$ cat src/hdl/toeq_pkg.sv
// ----------------------------------------------------------------------------
// toeq_pkg
// Types and codes shared by the time-ordered event queue modules.
// ----------------------------------------------------------------------------
package toeq_pkg;

   localparam int TIME_BITS  = 32;
   localparam int TAG_BITS   = 16;
   localparam int INDEX_BITS = 4;
   localparam int TOTAL_BITS = 5;
   localparam int OP_BITS    = 2;

   localparam logic [OP_BITS-1:0] OP_PUSH = 2'd0;
   localparam logic [OP_BITS-1:0] OP_POP  = 2'd1;
   localparam logic [OP_BITS-1:0] OP_READ = 2'd2;

   typedef struct packed {
      logic [OP_BITS-1:0]    op;
      logic [TIME_BITS-1:0]  event_time;
      logic [TAG_BITS-1:0]   event_tag;
      logic [INDEX_BITS-1:0] read_index;
   } req_type;

   typedef struct packed {
      logic                  item_valid;
      logic [TIME_BITS-1:0]  item_time;
      logic [TAG_BITS-1:0]   item_tag;
      logic [TOTAL_BITS-1:0] entry_total;
      logic                  fault;
   } rsp_type;

   // Commands from the controller to the datapath.
   typedef struct packed {
      logic capture;   // latch the request beat
      logic execute;   // apply the operation and register the response
   } cmd_type;

endpackage

$ cat src/hdl/toeq_controller.sv
// ----------------------------------------------------------------------------
// toeq_controller
// Sequencer: accepts a request beat, runs the execute state, raises the strobe.
// ----------------------------------------------------------------------------
module toeq_controller
   import toeq_pkg::*;
(
   input  logic    clock,
   input  logic    reset,
   input  logic    start,
   output logic    busy,
   output logic    rsp_strobe,
   output cmd_type cmd
);

   localparam logic ST_IDLE = 1'b0;
   localparam logic ST_EXEC = 1'b1;

   logic state_ff;
   logic state_in;
   logic strobe_ff;
   logic strobe_in;

   always_comb begin
      cmd.capture = start && (state_ff == ST_IDLE);
      cmd.execute = (state_ff == ST_EXEC);
      strobe_in   = cmd.execute;
      case (state_ff)
         ST_IDLE: begin
            state_in = cmd.capture ? ST_EXEC : ST_IDLE;
         end
         ST_EXEC: begin
            state_in = ST_IDLE;
         end
         default: begin
            state_in = ST_IDLE;
         end
      endcase
   end

   always_ff @(posedge clock) begin
      if (reset) begin
         state_ff  <= ST_IDLE;
         strobe_ff <= 1'b0;
      end else begin
         state_ff  <= state_in;
         strobe_ff <= strobe_in;
      end
   end

   assign busy       = (state_ff == ST_EXEC);
   assign rsp_strobe = strobe_ff;

endmodule

$ cat src/hdl/toeq_datapath.sv
// ----------------------------------------------------------------------------
// toeq_datapath
// Sorted row of event cells with parallel compare, entry count and response.
// ----------------------------------------------------------------------------
module toeq_datapath
   import toeq_pkg::*;
#(
   parameter int QUEUE_DEPTH = 16
)
(
   input  logic    clock,
   input  logic    reset,
   input  cmd_type cmd,
   input  req_type req_data,
   output rsp_type rsp_data
);

   localparam int CNT_BITS = $clog2(QUEUE_DEPTH + 1);
   localparam int EXT_BITS = CNT_BITS + INDEX_BITS;

   req_type              req_ff;
   logic [TIME_BITS-1:0] time_ff [QUEUE_DEPTH];
   logic [TAG_BITS-1:0]  tag_ff  [QUEUE_DEPTH];
   logic [TIME_BITS-1:0] time_in [QUEUE_DEPTH];
   logic [TAG_BITS-1:0]  tag_in  [QUEUE_DEPTH];
   logic [TIME_BITS-1:0] up_time [QUEUE_DEPTH];
   logic [TAG_BITS-1:0]  up_tag  [QUEUE_DEPTH];
   logic [CNT_BITS-1:0]  count_ff;
   logic [CNT_BITS-1:0]  count_in;
   rsp_type              rsp_ff;
   rsp_type              rsp_in;

   logic [QUEUE_DEPTH-1:0] le;
   logic [QUEUE_DEPTH-1:0] prev_le;
   logic                   full;
   logic                   empty;
   logic                   push_ok;
   logic                   pop_ok;
   logic                   in_range;
   logic [EXT_BITS-1:0]    read_ext;
   logic [EXT_BITS-1:0]    count_ext;
   logic [EXT_BITS-1:0]    total_ext;
   logic [TIME_BITS-1:0]   sel_time;
   logic [TAG_BITS-1:0]    sel_tag;

   always_comb begin
      full      = (count_ff == CNT_BITS'(QUEUE_DEPTH));
      empty     = (count_ff == '0);
      push_ok   = (req_ff.op == OP_PUSH) && !full;
      pop_ok    = (req_ff.op == OP_POP) && !empty;
      read_ext  = {{CNT_BITS{1'b0}}, req_ff.read_index};
      count_ext = {{INDEX_BITS{1'b0}}, count_ff};
      in_range  = (read_ext < count_ext);

      // Occupied cells at or before the new time stay put.
      for (int i = 0; i < QUEUE_DEPTH; i++) begin
         le[i] = (CNT_BITS'(i) < count_ff) && (time_ff[i] <= req_ff.event_time);
      end
      prev_le[0] = 1'b1;
      for (int i = 1; i < QUEUE_DEPTH; i++) begin
         prev_le[i] = le[i-1];
      end
      for (int i = 0; i < QUEUE_DEPTH - 1; i++) begin
         up_time[i] = time_ff[i+1];
         up_tag[i]  = tag_ff[i+1];
      end
      up_time[QUEUE_DEPTH-1] = time_ff[QUEUE_DEPTH-1];
      up_tag[QUEUE_DEPTH-1]  = tag_ff[QUEUE_DEPTH-1];

      for (int i = 0; i < QUEUE_DEPTH; i++) begin
         time_in[i] = time_ff[i];
         tag_in[i]  = tag_ff[i];
         if (push_ok && !le[i]) begin
            if (prev_le[i]) begin
               time_in[i] = req_ff.event_time;
               tag_in[i]  = req_ff.event_tag;
            end else if (i > 0) begin
               time_in[i] = time_ff[(i > 0) ? i - 1 : 0];
               tag_in[i]  = tag_ff[(i > 0) ? i - 1 : 0];
            end
         end else if (pop_ok) begin
            time_in[i] = up_time[i];
            tag_in[i]  = up_tag[i];
         end
      end

      sel_time = '0;
      sel_tag  = '0;
      for (int i = 0; i < QUEUE_DEPTH; i++) begin
         if (EXT_BITS'(i) == read_ext) begin
            sel_time = time_ff[i];
            sel_tag  = tag_ff[i];
         end
      end

      count_in = count_ff;
      if (push_ok) begin
         count_in = count_ff + CNT_BITS'(1);
      end else if (pop_ok) begin
         count_in = count_ff - CNT_BITS'(1);
      end
      total_ext = {{INDEX_BITS{1'b0}}, count_in};

      // Default: refused operation, report the current head.
      rsp_in.fault      = 1'b1;
      rsp_in.item_valid = !empty;
      rsp_in.item_time  = empty ? '0 : time_ff[0];
      rsp_in.item_tag   = empty ? '0 : tag_ff[0];
      case (req_ff.op)
         OP_PUSH: begin
            if (push_ok) begin
               rsp_in.fault      = 1'b0;
               rsp_in.item_valid = 1'b1;
               if (!le[0]) begin
                  rsp_in.item_time = req_ff.event_time;
                  rsp_in.item_tag  = req_ff.event_tag;
               end
            end
         end
         OP_POP: begin
            if (pop_ok) begin
               rsp_in.fault      = 1'b0;
               rsp_in.item_valid = (count_ff > CNT_BITS'(1));
               rsp_in.item_time  = (count_ff > CNT_BITS'(1)) ? time_ff[1] : '0;
               rsp_in.item_tag   = (count_ff > CNT_BITS'(1)) ? tag_ff[1] : '0;
            end
         end
         OP_READ: begin
            rsp_in.fault      = !in_range;
            rsp_in.item_valid = in_range;
            rsp_in.item_time  = in_range ? sel_time : '0;
            rsp_in.item_tag   = in_range ? sel_tag : '0;
         end
         default: begin
         end
      endcase
      rsp_in.entry_total = total_ext[TOTAL_BITS-1:0];
   end

   always_ff @(posedge clock) begin
      if (reset) begin
         count_ff <= '0;
      end else if (cmd.execute) begin
         count_ff <= count_in;
      end
   end

   always_ff @(posedge clock) begin
      if (cmd.capture) begin
         req_ff <= req_data;
      end
      if (cmd.execute) begin
         rsp_ff <= rsp_in;
         for (int i = 0; i < QUEUE_DEPTH; i++) begin
            time_ff[i] <= time_in[i];
            tag_ff[i]  <= tag_in[i];
         end
      end
   end

   assign rsp_data = rsp_ff;

endmodule

$ cat src/hdl/time_ordered_event_queue.sv
// ----------------------------------------------------------------------------
// time_ordered_event_queue
// Bounded event queue kept sorted by time, earliest event at the head.
// ----------------------------------------------------------------------------
//
//   channel   handshake           payload      direction
//   request   start / busy        req_data     in
//   response  rsp_strobe          rsp_data     out
//
// A request beat is taken when start is high and busy is low. The next cycle
// applies the push, pop or read to the whole row of cells at once (every cell
// compares its time with the new one in parallel), so busy is high for that
// one cycle. The response beat follows on rsp_strobe for exactly one cycle;
// a request beat may be taken in that same cycle, giving one item every two
// cycles. Reset is synchronous and clears the entry count and the sequencer;
// stored cells hold whatever they held and are only read below the count.
// The receiver cannot stall: the response beat is gone after its cycle.
//
module time_ordered_event_queue
   import toeq_pkg::*;
#(
   parameter int QUEUE_DEPTH = 16
)
(
   input  logic    clock,
   input  logic    reset,
   input  logic    start,
   output logic    busy,
   input  req_type req_data,
   output logic    rsp_strobe,
   output rsp_type rsp_data
);

   cmd_type cmd;

   // Sequence each beat: capture, execute, strobe.
   toeq_controller u_ctrl (
      .clock      (clock),
      .reset      (reset),
      .start      (start),
      .busy       (busy),
      .rsp_strobe (rsp_strobe),
      .cmd        (cmd)
   );

   // Hold the sorted cells and build the response.
   toeq_datapath #(
      .QUEUE_DEPTH (QUEUE_DEPTH)
   ) u_dp (
      .clock    (clock),
      .reset    (reset),
      .cmd      (cmd),
      .req_data (req_data),
      .rsp_data (rsp_data)
   );

endmodule

$ cat config.mk
export PLATFORM = sky130hd
export DESIGN_NAME = time_ordered_event_queue
export DESIGN_NICKNAME = d
export VERILOG_FILES = /design/src/hdl/toeq_pkg.sv /design/src/hdl/toeq_controller.sv /design/src/hdl/toeq_datapath.sv /design/src/hdl/time_ordered_event_queue.sv
export SDC_FILE = /design/constraint.sdc
export NUM_CORES = 2
export LEC_CHECK = 0
export BUFFER_PORTS_ARGS = -buffer_cell sky130_fd_sc_hd__buf_4
export CORE_MARGIN = 2
export CORE_UTILIZATION = 45
export CTS_CLUSTER_DIAMETER = 200
export DETAILED_ROUTE_END_ITERATION = 12
export SLEW_MARGIN = 10
export SYNTH_ARGS = -nofsm -noshare
export SYNTH_HDL_FRONTEND = slang
export SYNTH_SLANG_ARGS = --single-unit
$ cat constraint.sdc
create_clock -name clock -period 9.1 [get_ports clock]
set_input_delay 1.82 -clock clock [delete_from_list [all_inputs] [get_ports clock]]
set_output_delay 1.82 -clock clock [all_outputs]
set_load 0.01 [all_outputs]
=== Word level (Yosys, flattened, before mapping) ===
Memories as Yosys holds them, arrays and structs flattened.
Index checks and enable logic that the tools add are counted.

* $add $sub $neg: 2
* Order comparisons: 34
* Equality and inequality tests: 18
* Mux-type cells: 143
* Bitwise operators: 1
* Reductions and logical operators: 57

{| class="wikitable"
|+ Operators with widths
! cell !! count
|-
| $mux 32 || 65
|-
| $mux 16 || 65
|-
| $le 32x32->1 || 16
|-
| $pmux 49 s3 || 1
|-
| $mux 49 || 2
|-
| $mux 48 || 1
|-
| $lt 4x5->1 const A || 8
|-
| $logic_and 1x1->1 || 35
|-
| $eq 4x4->1 const A || 8
|-
| $lt 3x5->1 const A || 4
|-
| $logic_not 1->1 || 19
|-
| $eq 3x4->1 const A || 4
|-
| $lt 1x5->1 const A || 2
|-
| $lt 2x5->1 const A || 2
|-
| $mux 5 || 2
|-
| $eq 2x4->1 const A || 2
|-
| $add 5x1->5 const B || 1
|-
| $eq 5x5->1 const B || 1
|-
| $gt 5x1->1 const B || 1
|-
| $logic_not 5->1 || 1
|-
| $lt 4x5->1 || 1
|-
| $mux 1 || 5
|-
| $sub 5x1->5 const B || 1
|-
| $eq 1x4->1 const A || 1
|-
| other kinds (7) || 7
|}

* Bits in registers: 116
* Bits in writable memories: 768
* Bits of input ports: 57
* Output and inout port bits: 57
* Memories kept: 2

{| class="wikitable"
|+ Memories
! name !! words !! width !! rd ports !! clocked after Yosys merged registers in !! write ports !! RTL line !! RTL
|-
| u_dp.time_ff || 16 || 32 || 16 || 0 || 16 || toeq_datapath.sv:22 || <nowiki>logic [TIME_BITS-1:0] time_ff [QUEUE_DEPTH];</nowiki>
|-
| u_dp.tag_ff || 16 || 16 || 16 || 0 || 16 || toeq_datapath.sv:23 || <nowiki>logic [TAG_BITS-1:0] tag_ff [QUEUE_DEPTH];</nowiki>
|}

=== Longest topological paths before layout ===
* Depth after elaboration: 19
* Mapped depth: 15
* Mapped depth without buffers: 10

=== Hierarchy ===
Synthesis repeated with hierarchy kept, for this count alone.

* Cell total of the unflattened synthesis: 5866
* Area, all modules: 62975.4 um2

{| class="wikitable"
|+ Modules (own cells, without submodules)
! module !! times used !! cells an instance !! area an instance (um2) !! sequential area each (um2)
|-
| toeq_datapath || 1 || 5860 || 62900.3 || 26435.4
|-
| toeq_controller || 1 || 6 || 75.1 || 40.0
|}

=== Least setup slack after synthesis ===
OpenSTA, ideal clock, no wires.

* Path type: register -> register
* Start point: register u_dp.req_ff[48] (netlist name)
* End point: memory u_dp.tag_ff[4][0] (netlist: u_dp.tag_ff[0][64]), enable pin
* Data arrival time: 6.418 ns
* Setup slack: 2.155 ns
* Stages on the path, launching flop included: 13
* Path buffers: 3
* Period minus slack after synthesis: 6.945 ns
* Cell sequence: edfxtp_1 clkbuf_1 inv_1 ha_1 nand4_1 or3_1 or4b_1 a21oi_1 o31ai_2 or2_1 buf_2 buf_4 a21boi_0

{| class="wikitable"
|+ RTL lines
! what !! RTL line
|-
| end, declared || toeq_datapath.sv:23
|}

==> impl_results.md <==
- Outcome: completed
- Crit path DAT: 6.51 ns
- Setup violators final: 0
- Worst Path Required: 9.48 ns
- Horiz. Die Dim: 378 um
- WL final: 275000 um
- Input/output buffers: 113
- FP Rows: 137
- Core area: 139000 um^2
- Initial antenna violation count: 12
- GRT Overall Usage: 37.3%
- Max-cap violations: 0
- Hold Path End: u_dp.tag_ff[1][13]$_DFFE_PP_
- GPL Wtd Cong: 1.02
- Cell mode on critical path: buf_4
- DRC viols: 0
- Clk buf depth: 3
- Post-synth ARST share: 0%
- Sequential-to-total area share from yosys stat: 42.0%
- Most frequent cells in the layout: edfxtp_1, a21oi_1, mux2i_1
- Htree depth: 3
- Number of synthesized flops with an enable pin: 877
- Placement Setup Slack: 3.18 ns
- Worst-path cell chain: inv_1, ha_1, nand2_1, nor4_1, nand4_1, a41oi_1, o32a_2, buf_4, nand2_4, a21boi_4, buf_4
- Vias: 56600
- Critical path type: flop to flop
- Crit path max-delay cell type: edfxtp_1
- Max Fclk: 0.163 GHz
- Slew HR: 9.29%
- CP Max Fanout: 63
- Static leakage: 25.8 nW
- Unrepaired setup endpoints after global routing: false
- CP startpoint: u_dp.req_ff[45]$_DFFE_PP_
- Yosys cell types: 77
- Final Slew Violations: 0
- Hold Crit Class: flop to flop
- CTS root buffer: clkbuf_16
- Routed vias/inst: 6.84
- Resize count post-CTS: 0
- Synthesized cell area: 63000 um^2
- Final period utilization: 67.4%
- CP max stage delay: 0.80 ns
- Nets: 6888
- Skew final: 0.0480 ns
- DRT iter0 DRCs: 8746
- Skew-Pair Late Insertion Delay: 0.76 ns
- Drt pass-1 iters: 9
- Vias in the first global route: 51800
- Reg2reg end: u_dp.tag_ff[0][97]$_DFFE_PP_
- Antenna Violating Nets Remaining: 0
- Area Overhead vs Synth: 10.0%
- CTS tree: done
- Mapped Nets: 7016
- Commonest non-fill, non-tap cell in the layout: edfxtp_1
- Largest net degree at the start of global routing: 102
- VDD IR max: 0.150 mV
- CP Buf/Inv Count: 3
- Die height: 378 um
- Hold Vio Cnt, Final: 0
- DP HPWL: 191000 um
- CTS clk-pin slew, worst paths: 0.06 ns
- TNS Setup: 0 ns
- Die area: 143000 um^2
- Layout cell share with drive strength beyond 1: 10.1%
- Reg2reg start: u_dp.req_ff[45]$_DFFE_PP_
- CTS buffer count: 105
- Crit. End Element: flop
- # Post-CTS Setup Buffers: 0
- Worst r2r path cells: 11
- Initial Utilization: 45.3%
- Setup crit start kind: flop
- Worst Tran Pin Value: 1.36 ns
- I/O pin cnt: 114
- First-pass GRT wire length: 386000 um
- Ys flop type: edfxtp_1
- Mean area per synthesized cell: 9.78 um^2
- Pwr per Cell Area: 153 nW/um^2
- Hold Path Stages: 2
- Syn Inst Count: 6441
- Total gr overflow: 0
- Synthesized flop and latch total: 884
- Tmin final: 6.14 ns
- YS warnings: 0
- Cts hold-fix bufs: 0
- Post-route setup slack: 2.96 ns
- Drt wl/cell: 33.2 um
- Sink Count: 884
- Top Family by Delay on Critical Path: buffers and inverters
- Hold Crit Start: u_dp.tag_ff[1][29]$_DFFE_PP_
- R2R Setup Slk: 2.96 ns
## Yosys cell counts (11+ instances only)
master	count	share of area (%)
nand4_1	139	1.4
o211ai_1	123	1.5
clkbuf_1	409	2.4
nand2_1	591	3.5
a211oi_1	71	0.85
nand2b_1	35	0.35
nor4_1	14	0.14
nor3_1	72	0.57
a221oi_1	22	0.31
or2_2	11	0.11
nor2_1	465	2.8
a21oi_1	690	5.5
a22o_1	26	0.36
edfxtp_1	877	42
o221ai_1	29	0.40
a22oi_1	36	0.43
and3_1	14	0.14
nand3_1	148	1.2
or3_1	30	0.30
mux2i_1	639	10
o22ai_1	36	0.36
o21ai_1	32	0.25
a2111oi_0	19	0.26
a221o_1	21	0.33
ha_1	518	10
a21o_1	72	0.86
a2bb2oi_1	20	0.28
o31ai_1	16	0.19
o22a_1	19	0.26
a211o_1	20	0.28
buf_2	67	0.53
a31oi_1	99	0.98
mux4_2	21	0.75
o21ai_0	566	4.5
inv_1	98	0.58
a222oi_1	19	0.30
buf_1	41	0.24
nor2b_1	60	0.60
o21a_1	26	0.31
mux2_2	101	1.8
## area by class of cell
class | instances | area [um^2]
fill | 12800 | 69900
multi-input combinational | 4929 | 34500
sequential | 884 | 26500
clock buffer | 126 | 2710
tap | 1876 | 2350
timing repair buffer | 294 | 2280
clock inverter | 67 | 661
inverter | 99 | 372
antenna | 1 | 2.50
## kinds of logic after synthesis
kind of cell	after synthesis	share of synthesized area, %
AOI/OAI and AO/OA	2026	19.4
and+or+nand+nor	1618	11.5
DFF	884	42.0
muxes	761	12.7
buffers and inverters	628	3.97
adders and majority gates	518	10.3
xor gates and xnor gates	6	0.0834
## per-layer routing
| layer | vias to the layer above | wire length [um] | track usage [%] |
|---|---|---|---|
| met5 | - | 60 | 0 |
| met4 | 10 | 12300 | 15.7 |
| met3 | 605 | 43300 | 14.7 |
| met2 | 4226 | 110000 | 51.3 |
| met1 | 27400 | 110000 | 51.6 |
| li1 | 24400 | - | - |
## flip-flops by register name, indices dropped and copies added (netlist names)
register           count
u_dp.time_ff         512
u_dp.tag_ff          256
u_dp.rsp_data         55
u_dp.req_ff           50
u_dp.count_ff          5
u_dp.read_ext          4
u_ctrl.busy            1
u_ctrl.rsp_strobe      1
## tightest hold or removal path: cells and delay by family, from the launching register on
family | cells | cell delay, ns
compound gates | 1 | 0.07
flops | 1 | 0.35
simple gates | 1 | 0.05
## stage by stage
step	hold slack [ns]	instances	area [um^2]	utilization (%)	total power (W)
5_1_grt	0.613	8275	69300	49.8	0.0109
2_1_floorplan	0.522	6441	63000	-	0.00569
3_3_place_gp	0.528	8082	66000	47.4	0.00630
4_1_cts	0.564	8275	69300	49.8	0.0106
3_5_place_dp	0.542	8082	66000	47.4	0.00632
6_report	0.578	8276	69300	49.8	0.0106
## worst max path at each step
stage | depth (start not counted) | slack, ns | end
CTS | 11 | 3.14 | u_dp.time_ff[0][211]$_DFFE_PP_
finish | 11 | 2.96 | u_dp.tag_ff[0][97]$_DFFE_PP_
detailed placement | 11 | 3.18 | u_dp.tag_ff[0][101]$_DFFE_PP_
global placement | 11 | 3.24 | u_dp.tag_ff[0][106]$_DFFE_PP_
floorplan | 12 | 2.16 | u_dp.tag_ff[0][64]$_DFFE_PP_
global route | 11 | 2.79 | u_dp.time_ff[0][211]$_DFFE_PP_
## power by group
part | leakage (nW) | switching, W | internal, W
registers | 8.07 | 0.000168 | 0.00461
logic | 16.1 | 0.00106 | 0.000493
clock network | 1.62 | 0.00191 | 0.00238
total | 25.8 | 0.00314 | 0.00748
Power figures use the tool's default switching activity.
